<file path="config.mk">
export PLATFORM = sky130hd
export DESIGN_NAME = gregorian_date_add_days
export DESIGN_NICKNAME = d
export VERILOG_FILES = /design/src/hdl/gdad_pkg.sv /design/src/hdl/gdad_step.sv /design/src/hdl/gregorian_date_add_days.sv
export SDC_FILE = /design/constraint.sdc
export NUM_CORES = 1
export LEC_CHECK = 0
export ABC_AREA = 1
export BUFFER_PORTS_ARGS = -buffer_cell sky130_fd_sc_hd__buf_4
export CAP_MARGIN = 20
export CORE_ASPECT_RATIO = 0.8
export CORE_MARGIN = 2
export CORE_UTILIZATION = 30
export CTS_CLUSTER_SIZE = 28
export DETAILED_ROUTE_END_ITERATION = 7
export SYNTH_ARGS = -nofsm -noshare
export SYNTH_HDL_FRONTEND = slang
export SYNTH_SLANG_ARGS = --single-unit
</file>
<file path="constraint.sdc">
create_clock -name clk -period 7 [get_ports clk]
set_input_delay 1.05 -clock clk [delete_from_list [all_inputs] [get_ports clk]]
set_output_delay 1.05 -clock clk [all_outputs]
set_load 0.05 [all_outputs]
</file>
<file path="src/hdl/gdad_pkg.sv">
package gdad_pkg;

	// Width of the day offset that is honoured; taken from the low bits of the
	// offset field and sign-extended. Valid for 8..16 with a 16-bit port.
	localparam int OFFSET_BITS = 16;
	// Remaining-days counter: one guard bit above the offset.
	localparam int REM_W = OFFSET_BITS + 1;

	localparam logic [15:0] FIRST_YEAR = 16'd1582;
	localparam logic [15:0] YEAR_MAX = 16'hFFFF;
	localparam logic [3:0] MON_JAN = 4'd1;
	localparam logic [3:0] MON_FEB = 4'd2;
	localparam logic [3:0] MON_DEC = 4'd12;
	localparam logic [4:0] DAYS_LONG = 5'd31;
	localparam logic [8:0] Y400_LAST = 9'd399;

	// floor(y / 400) for 16-bit y as (y * RECIP_400) >> RECIP_SHIFT, exact.
	localparam int RECIP_SHIFT = 26;
	localparam logic [17:0] RECIP_400 = 18'(((64'd1 << RECIP_SHIFT) + 64'd399) / 64'd400);
	localparam int QUOT_W = 8;

	typedef struct packed {
		logic [4:0]        in_day;
		logic [3:0]        in_month;
		logic [15:0]       in_year;
		logic signed [15:0] offset;
	} req_t;

	typedef struct packed {
		logic [4:0]  out_day;
		logic [3:0]  out_month;
		logic [15:0] out_year;
		logic        date_ok;
		logic        year_overflow;
	} rsp_t;

	// Working date plus the days still to move.
	typedef struct packed {
		logic [4:0]              day;
		logic [3:0]              month;
		logic [15:0]             year;
		logic [8:0]              y400;
		logic signed [REM_W-1:0] rem;
	} cursor_t;

	typedef struct packed {
		logic done;
		logic ovf;
	} step_flags_t;

	typedef enum logic [2:0] {
		ST_IDLE,
		ST_QUOT,
		ST_REM,
		ST_CHECK,
		ST_STEP
	} state_t;

	// Leap test from the year modulo 400.
	function automatic logic is_leap(input logic [8:0] y400);
		return (y400[1:0] == 2'd0) && (y400 != 9'd100) && (y400 != 9'd200) &&
			(y400 != 9'd300);
	endfunction

	function automatic logic [4:0] month_len(input logic [3:0] m, input logic leap);
		logic [4:0] len;
		case (m)
			4'd1, 4'd3, 4'd5, 4'd7, 4'd8, 4'd10, 4'd12: len = 5'd31;
			4'd4, 4'd6, 4'd9, 4'd11:                    len = 5'd30;
			MON_FEB:                                    len = leap ? 5'd29 : 5'd28;
			default:                                    len = 5'd0;
		endcase
		return len;
	endfunction

endpackage

</file>
<file path="src/hdl/gdad_step.sv">
// One month step: either the remaining offset lands inside the current
// month, or the cursor moves to the next/previous month boundary.
module gdad_step import gdad_pkg::*; (
	input  cursor_t     cur,
	output cursor_t     nxt,
	output step_flags_t flags
);

	logic                    leap;
	logic [4:0]              len;
	logic [4:0]              left;
	logic signed [REM_W-1:0] left_s;
	logic signed [REM_W-1:0] day_s;
	logic signed [REM_W-1:0] back_sum;

	assign leap     = is_leap(cur.y400);
	assign len      = month_len(cur.month, leap);
	assign left     = len - cur.day;
	assign left_s   = $signed(REM_W'(left));
	assign day_s    = $signed(REM_W'(cur.day));
	assign back_sum = cur.rem + day_s;

	always_comb begin
		nxt   = cur;
		flags = '0;
		if (!cur.rem[REM_W-1]) begin
			if (cur.rem <= left_s) begin
				nxt.day    = cur.day + cur.rem[4:0];
				flags.done = 1'b1;
			end else begin
				// skip to the 1st of the following month
				nxt.rem = cur.rem - left_s - $signed(REM_W'(1));
				nxt.day = 5'd1;
				if (cur.month == MON_DEC) begin
					nxt.month = MON_JAN;
					if (cur.year == YEAR_MAX) begin
						flags.ovf = 1'b1;
					end else begin
						nxt.year = cur.year + 16'd1;
						nxt.y400 = (cur.y400 == Y400_LAST) ? 9'd0 : cur.y400 + 9'd1;
					end
				end else begin
					nxt.month = cur.month + 4'd1;
				end
			end
		end else begin
			if (back_sum > $signed(REM_W'(0))) begin
				nxt.day    = cur.day + cur.rem[4:0];
				flags.done = 1'b1;
			end else begin
				// back to the last day of the previous month
				nxt.rem = back_sum;
				if (cur.month == MON_JAN) begin
					nxt.month = MON_DEC;
					nxt.day   = DAYS_LONG;
					if (cur.year == 16'd0) begin
						flags.ovf = 1'b1;
					end else begin
						nxt.year = cur.year - 16'd1;
						nxt.y400 = (cur.y400 == 9'd0) ? Y400_LAST : cur.y400 - 9'd1;
					end
				end else begin
					// year unchanged, so the current leap flag holds for February
					nxt.month = cur.month - 4'd1;
					nxt.day   = month_len(cur.month - 4'd1, leap);
				end
			end
		end
	end

endmodule

</file>
<file path="src/hdl/gregorian_date_add_days.sv">
// Channel   Handshake              Payload  Notes
// request   start, busy            req      taken when start high and busy low
// result    done (one-cycle pulse) rsp      receiver cannot hold it off
//
// After acceptance the request passes through ST_QUOT, ST_REM and ST_CHECK,
// which compute year mod 400 (reciprocal multiply, then remainder) and check
// the date; a valid date then stays in ST_STEP, which applies the month-step
// unit once per cycle until the offset is used up or the year overflows.
// busy is low again in the cycle of done,
// so the next request may be taken there. Asynchronous active-low reset
// clears the sequencer and the strobe only.
module gregorian_date_add_days import gdad_pkg::*; (
	input  logic clk,
	input  logic arst_n,
	input  logic start,
	output logic busy,
	input  req_t req,
	output logic done,
	output rsp_t rsp
);

	state_t      state_q, state_d;
	req_t        item_q;
	cursor_t     cur_q;
	cursor_t     cur_nxt;
	step_flags_t flags;
	logic [QUOT_W-1:0] quot_q;
	rsp_t        rsp_q;
	logic        done_q;

	// control decoded from the state
	logic        accept;
	logic        date_valid;
	logic        finish;

	// validation terms
	logic [33:0] quot_prod;
	logic [15:0] quot_x400;
	logic [15:0] y_rem;
	logic [4:0]  start_len;

	gdad_step u_step (
		.cur   (cur_q),
		.nxt   (cur_nxt),
		.flags (flags)
	);

	assign quot_prod = item_q.in_year * RECIP_400;
	assign quot_x400 = 16'(quot_q) * 16'd400;
	assign y_rem     = item_q.in_year - quot_x400;
	assign start_len = month_len(item_q.in_month, is_leap(cur_q.y400));
	assign date_valid = (item_q.in_year >= FIRST_YEAR) && (item_q.in_day != 5'd0) &&
		(item_q.in_day <= start_len);

	// next state
	always_comb begin
		state_d = state_q;
		case (state_q)
			ST_IDLE:  if (start) state_d = ST_QUOT;
			ST_QUOT:  state_d = ST_REM;
			ST_REM:   state_d = ST_CHECK;
			ST_CHECK: state_d = date_valid ? ST_STEP : ST_IDLE;
			ST_STEP:  if (flags.done || flags.ovf) state_d = ST_IDLE;
			default:  state_d = ST_IDLE;
		endcase
	end

	// outputs of the sequencer
	always_comb begin
		busy   = 1'b1;
		accept = 1'b0;
		finish = 1'b0;
		case (state_q)
			ST_IDLE: begin
				busy   = 1'b0;
				accept = start;
			end
			ST_CHECK: finish = !date_valid;
			ST_STEP:  finish = flags.done || flags.ovf;
			default: begin
				busy   = 1'b1;
				accept = 1'b0;
				finish = 1'b0;
			end
		endcase
	end

	always_ff @(posedge clk or negedge arst_n) begin
		if (!arst_n) begin
			state_q <= ST_IDLE;
			done_q  <= 1'b0;
		end else begin
			state_q <= state_d;
			done_q  <= finish;
		end
	end

	// datapath
	always_ff @(posedge clk) begin
		if (accept) begin
			item_q      <= req;
			cur_q.day   <= req.in_day;
			cur_q.month <= req.in_month;
			cur_q.year  <= req.in_year;
			// sign-extend from the top honoured offset bit
			cur_q.rem   <= $signed({req.offset[OFFSET_BITS-1], req.offset[OFFSET_BITS-1:0]});
		end
		if (state_q == ST_QUOT) begin
			quot_q <= quot_prod[RECIP_SHIFT +: QUOT_W];
		end
		if (state_q == ST_REM) begin
			cur_q.y400 <= y_rem[8:0];
		end
		if (state_q == ST_STEP) begin
			cur_q <= cur_nxt;
		end
		if (finish) begin
			rsp_q.date_ok       <= (state_q == ST_STEP);
			rsp_q.year_overflow <= (state_q == ST_STEP) && flags.ovf;
			if ((state_q == ST_STEP) && !flags.ovf) begin
				rsp_q.out_day   <= cur_nxt.day;
				rsp_q.out_month <= cur_nxt.month;
				rsp_q.out_year  <= cur_nxt.year;
			end else begin
				// echo: invalid date or year out of range
				rsp_q.out_day   <= item_q.in_day;
				rsp_q.out_month <= item_q.in_month;
				rsp_q.out_year  <= item_q.in_year;
			end
		end
	end

	assign done = done_q;
	assign rsp  = rsp_q;

	// checks
	a_done_idle: assert property (@(posedge clk) disable iff (!arst_n)
		done |-> !busy) else $error("result strobe while busy");

	a_take_busy: assert property (@(posedge clk) disable iff (!arst_n)
		(start && !busy) |=> busy) else $error("accepted request did not raise busy");

	a_end_done: assert property (@(posedge clk) disable iff (!arst_n)
		$fell(busy) |-> done) else $error("transaction ended without a result");

	a_ovf_ok: assert property (@(posedge clk) disable iff (!arst_n)
		(done && rsp.year_overflow) |-> rsp.date_ok) else $error("overflow on invalid date");

	a_bad_echo: assert property (@(posedge clk) disable iff (!arst_n)
		(done && !rsp.date_ok) |-> (rsp.out_day == item_q.in_day &&
		rsp.out_month == item_q.in_month && rsp.out_year == item_q.in_year))
		else $error("invalid date not echoed");

endmodule
</file>
-- Word-level counts from Yosys, hierarchy flattened
Index checks and enable logic that the tools add are counted.
- $add $sub $neg: 12
- multipliers: 2
- magnitude comparators: 4
- equal/unequal tests: 53
- mux-type cells: 38
- reduce and logical (&&, ||, !) cells: 26
- operator list (operator ; count):
    25-bit two-way mux ; 6
    51-bit two-way mux ; 2
    46-bit two-way mux ; 2
    4-bit equality test, second input constant ; 15
    4-bit by 3-bit equality test with 1-bit output, second input constant ; 12
    5-bit one-hot mux with 3 select lines ; 3
    9-bit two-way mux ; 4
    16-bit by 18-bit multiplier with 34-bit output, second input constant ; 1
    4-bit by 2-bit equality test with 1-bit output, second input constant ; 6
    7-bit OR reduction ; 3
    17-bit by 6-bit adder with 17-bit output ; 1
    17-bit by 1-bit greater-than comparator with 1-bit output, second input constant ; 1
    17-bit by 6-bit <= comparator with 1-bit output ; 1
    17-bit two-way mux ; 1
    17-bit by 2-bit subtractor with 17-bit output, second input constant ; 1
    17-bit by 6-bit subtractor with 17-bit output ; 1
    16-bit by 1-bit adder with 16-bit output, second input constant ; 1
    16-bit equality test, second input constant ; 1
    16-bit by 11-bit >= comparator with 1-bit output, second input constant ; 1
    16-bit logical NOT ; 1
    16-bit by 1-bit subtractor with 16-bit output, second input constant ; 1
    3-bit one-hot mux with 5 select lines ; 1
    4-bit by 1-bit equality test with 1-bit output, second input constant ; 3
    3-bit != test, second input constant ; 4
    other kinds (36) ; 62
- register bits: 115
- output and inout bits: 29
- word-level logic and storage cells: 152

-- Logic depth before layout (Yosys ltp)
- depth in word-level cells: 13
- depth in mapped cells: 32

-- By module
Synthesis repeated with hierarchy kept, for this count alone.
- cell total of the unflattened synthesis: 1959
- area total of the unflattened synthesis: 14538.9 um2
- modules (own cells, without submodules) (module ; instances ; cells each ; area each (um2)):
    gregorian_date_add_days ; 1 ; 1059 ; 10131.0
    gdad_step ; 1 ; 900 ; 4408.0

-- Worst setup path after synthesis
OpenSTA, ideal clock, no wires.
- kind: register -> register
- start point: register cur_q[42] in the netlist's numbering
- end point: register rsp_q, in the netlist rsp[0], enable pin
- arrival time: 4.682 ns
- setup slack: 1.934 ns
- stages on the path, launching flop included: 28
- buffers on the path: 2
- period minus slack after synthesis: 5.066 ns
- cell sequence: edfxtp_1 -> inv_1 -> ha_1 -> nand2_1 -> nor2_1 -> inv_1 -> clkbuf_1 -> o21ai_0 -> a31oi_1 -> o21ai_0 -> inv_1 -> ha_1 -> inv_1 -> fa_1 -> nand3_1 -> nand2_1 -> xnor2_1 -> xnor2_1 -> ha_1 -> nand2_1 -> inv_1 -> a21oi_1 -> nand4_1 -> nand2_1 -> clkbuf_1 -> nand2_1 -> o21a_1 -> nand2_1
- word-level cells in the longest chain between the ends: 9
- elaborated cells between the ends (all ways): 25
- classes of those cells: add/sub (1); order compare (1); eq/ne (12); mux (8); reduce/logical (3)
- RTL lines (element ; line ; RTL):
    from (decl) ; gregorian_date_add_days.sv:24 ; cursor_t cur_q;
    from (signal assigned) ; gregorian_date_add_days.sv:115 ; cur_q <= cur_nxt;
    4-bit by 2-bit equality test with 1-bit output (tied with other cells) ; gdad_pkg.sv:67 ; case (m)
    7-bit OR reduction or 4-bit OR reduction (tied branches) ; gdad_pkg.sv:67 ;
    5-bit one-hot mux with 3 select lines ; gdad_pkg.sv:67 ;
    5-bit subtractor ; gdad_step.sv:18 ; assign left = len - cur.day;
    17-bit by 6-bit <= comparator with 1-bit output ; gdad_step.sv:27 ; if (cur.rem <= left_s) begin
    1-bit two-way mux ; gdad_step.sv:27 ;
    2-bit two-way mux (*) ; gdad_step.sv:26 ; if (!cur.rem[REM_W-1]) begin
    1-bit logical OR (*) ; gregorian_date_add_days.sv:79 ; ST_STEP: finish = flags.done || flags.ovf;
    1-bit one-hot mux with 2 select lines (*) ; gregorian_date_add_days.sv:73 ; case (state_q)
    net finish ; gregorian_date_add_days.sv:34 ; logic finish;
    to (decl) ; gregorian_date_add_days.sv:28 ; rsp_t rsp_q;
The timed path passes the listed nets; every way through them passes the cells marked *.
A chain may end at the register's enable or synchronous reset.

-- Final worst setup path
- start point: register cur_q[42] in the netlist's numbering
- end point: register rsp_q, in the netlist rsp[21], enable pin
The elaborated chain is that of the path after synthesis.

==> impl_results.md <==
- Worst path arrival time: roughly 5.8 ns
- Commonest cells after routing, fill and taps aside: nand2_1, inv_1, ha_1
- Clock net sink count: 112
- Final hold violation count: 0
- Worst setup path endpoint: rsp[21]
- Crit path launch: cur_q[42]
- Req. time, crit path: ~7 ns
- WP buf/inv: 5
- FFs w/ async S/R, synth: 0.0357
- Critical path endpoint category: flip-flop
- CP Max Fanout: 28
- Reg2Reg Depth: 28
- Gate Count Post-Synth: ~1800
- Synthesized area per cell: roughly 7.8 um^2
- Highest clock rate: between 0.15 and 0.2 GHz
- Core footprint: approximately 0.046 mm^2
- Crit start category: flip-flop
- Clk slew on worst S/H paths: about 0.080 ns
- Final setup skew: roughly 0.020 ns
- Max Slew Vio Count: 0
- Share of cells above drive strength 1: 0.0682
- Top post-synthesis cells by area: edfxtp_1, fa_1, ha_1
- Post-synth top area share: 0.234
- Largest area contributor in the synthesized netlist: edfxtp_1
- Area grow syn2layout: 10.0%
- Sequential share of the synthesized area: 0.241
- Total Routing Usage GR: 0.176
- Vias: between 10000 and 15000
- Post-layout min period: between 5 and 6 ns
- Routed len/inst: around 17 um
- Reg2reg end: rsp[21]
- Reg-to-Reg Start: cur_q[42]
- FP Rows: 70
- # setup viols final: 0
- Ant diodes: 0
- DR pass1 iterations: 7
- Post-synth EDFFs: ~110
- Crit path largest cell delay: around 0.64 ns
- First-pass GRT wire length: about 65000 um
- Vias in the first global route: roughly 12000
- Crit path depth: 28
- Placer Congestion: around 0.94
- IO Count: 73
- Largest net degree at the start of global routing: 47
- Status: finished clean
- Ys Warns: 0
- Clk buf depth: 2
- Post-DP HPWL: around 33000 um
- Global route total overflow: 0
- DRC: 0
- Setup Buffers After CTS: 0
- Syn nets: around 2100
- Fin crit share: 0.828
- Initial DRC Count: between 1000 and 1500
- Setup slack, reg-to-reg: about 1.2 ns
- CTS H-tree lvls: 3
- Most common cell after layout, fill and taps aside: nand2_1
- Worst slew margin relative to its limit: 0.408
- Cts hold-fix bufs: 0
- Slew @ Worst Pin: just under 0.9 ns
- Top FF cell, synth: edfxtp_1
- Die ar.: around 0.048 mm^2
- Die X-Extent: 244 um
- Die Span Y: between 150 and 200 um
- RSZ-0062 raised after global routing: false
- Hold Crit Class: in -> async
- WL final: 41300 um
- Post-synthesis cell type count: slightly below 50
- Post-route ant nets: 0
- Worst-skew pair later-pin latency: 0.39 ns
- Cts bufs inserted: 9
- Crit-path leading delay family: simple AND/OR/NAND/NOR gates
- Initial Utilization: 0.304
- Fill cells: roughly 4800
- Root Buffer: clkbuf_16
- Initial antenna violation count: 0
- Yosys reg bits: 112
- I/O Buffers: 72
- Setup Crit Path Kind: reg -> reg
- Average vias per placed instance: 4.88
- Final net count: ~2100
- PostCTS Resize Cnt: 0
- Max stage delay cell, worst path: nand2_2
- CP dominant cell by count: nand2_1
- Fin Setup TNS: 0 ns
- CTS tree: done
- Max Cap Viol: 0
- Post-Syn Area: between 0.01 and 0.015 mm^2
## worst register-to-register path, delay by kind of cell, from the launching register on
kind                     cells  cell delay [ns]
AND/OR/NAND/NOR             14             2.26
adder cells (fa/ha/maj)      4             1.11
buffers and inverters        5             0.76
AO/OA/AOI/OAI                3             0.57
flip-flops                   1             0.41
XOR/XNOR                     2             0.27
## worst min path at each step
stage / slack (ns) / cells after the start / endpoint
2_1_floorplan: 0.52 / 1 / state_q[1]
3_3_place_gp: 0.55 / 1 / state_q[1]
3_5_place_dp: 0.58 / 1 / state_q[1]
4_1_cts: 0.44 / 1 / done
5_1_grt: 0.44 / 1 / done
6_report: 0.45 / 1 / state_q[1]
## cells in the mapped netlist, types with 28 or more instances
cell type,instances
nand2_1,469
nor2_1,117
xor2_1,50
clkbuf_1,28
o21ai_0,76
fa_1,104
nor3_1,35
inv_1,285
ha_1,164
a21oi_1,63
edfxtp_1,108
nand3_1,130
## flip-flops by register name, indices dropped and copies added (netlist names)
signal and count:
cur_q 51, done 1, state_q 3, rsp 27
item_q 25, quot_q 5
## cell families (layout without fill, tap and decap cells)
family	Yosys count	count (layout)	share of synthesized area
AND/OR/NAND/NOR	800	800	0.244
adder cells (fa/ha/maj)	268	268	0.298
XOR/XNOR	68	68	0.0430
flip-flops	112	112	0.241
AO/OA/AOI/OAI	187	187	0.0751
buffers and inverters	342	384	0.0989
## metrics by stage
| stage | util | instances | cell area (um^2) | worst slack (ns) | hold WS [ns] |
|---|---|---|---|---|---|
| floorplan | - | 1777 | 13900 | 1.93 | 0.521 |
| global placement | 0.328 | 2415 | 15000 | 1.42 | 0.553 |
| detailed placement | 0.328 | 2415 | 15000 | 1.31 | 0.584 |
| CTS | 0.334 | 2431 | 15300 | 1.28 | 0.439 |
| global route | 0.334 | 2431 | 15300 | 0.620 | 0.438 |
| finish | 0.334 | 2431 | 15300 | 1.20 | 0.453 |
## routing by layer
| metal | share of wire | wire length (um) | global-route usage |
|---|---|---|---|
| met5 | 0 | 0 | 0 |
| met2 | 0.42 | 17300 | 0.262 |
| met1 | 0.50 | 20700 | 0.262 |
| met3 | 0.054 | 2240 | 0.0280 |
| met4 | 0.025 | 1050 | 0.0510 |
## cell type report
cell class	instances	area [um^2]	area share
timing repair buffer	81	608	0.0399
inverter	287	1080	0.0709
clock buffer	9	225	0.0148
clock inverter	7	63.8	0.00418
multi-input combinational	1323	9160	0.601
sequential	112	3340	0.219
tap	612	766	0.0502
Power is not shown: default switching activity piles up to over one toggle a cycle in this logic, so the estimate is an artifact.
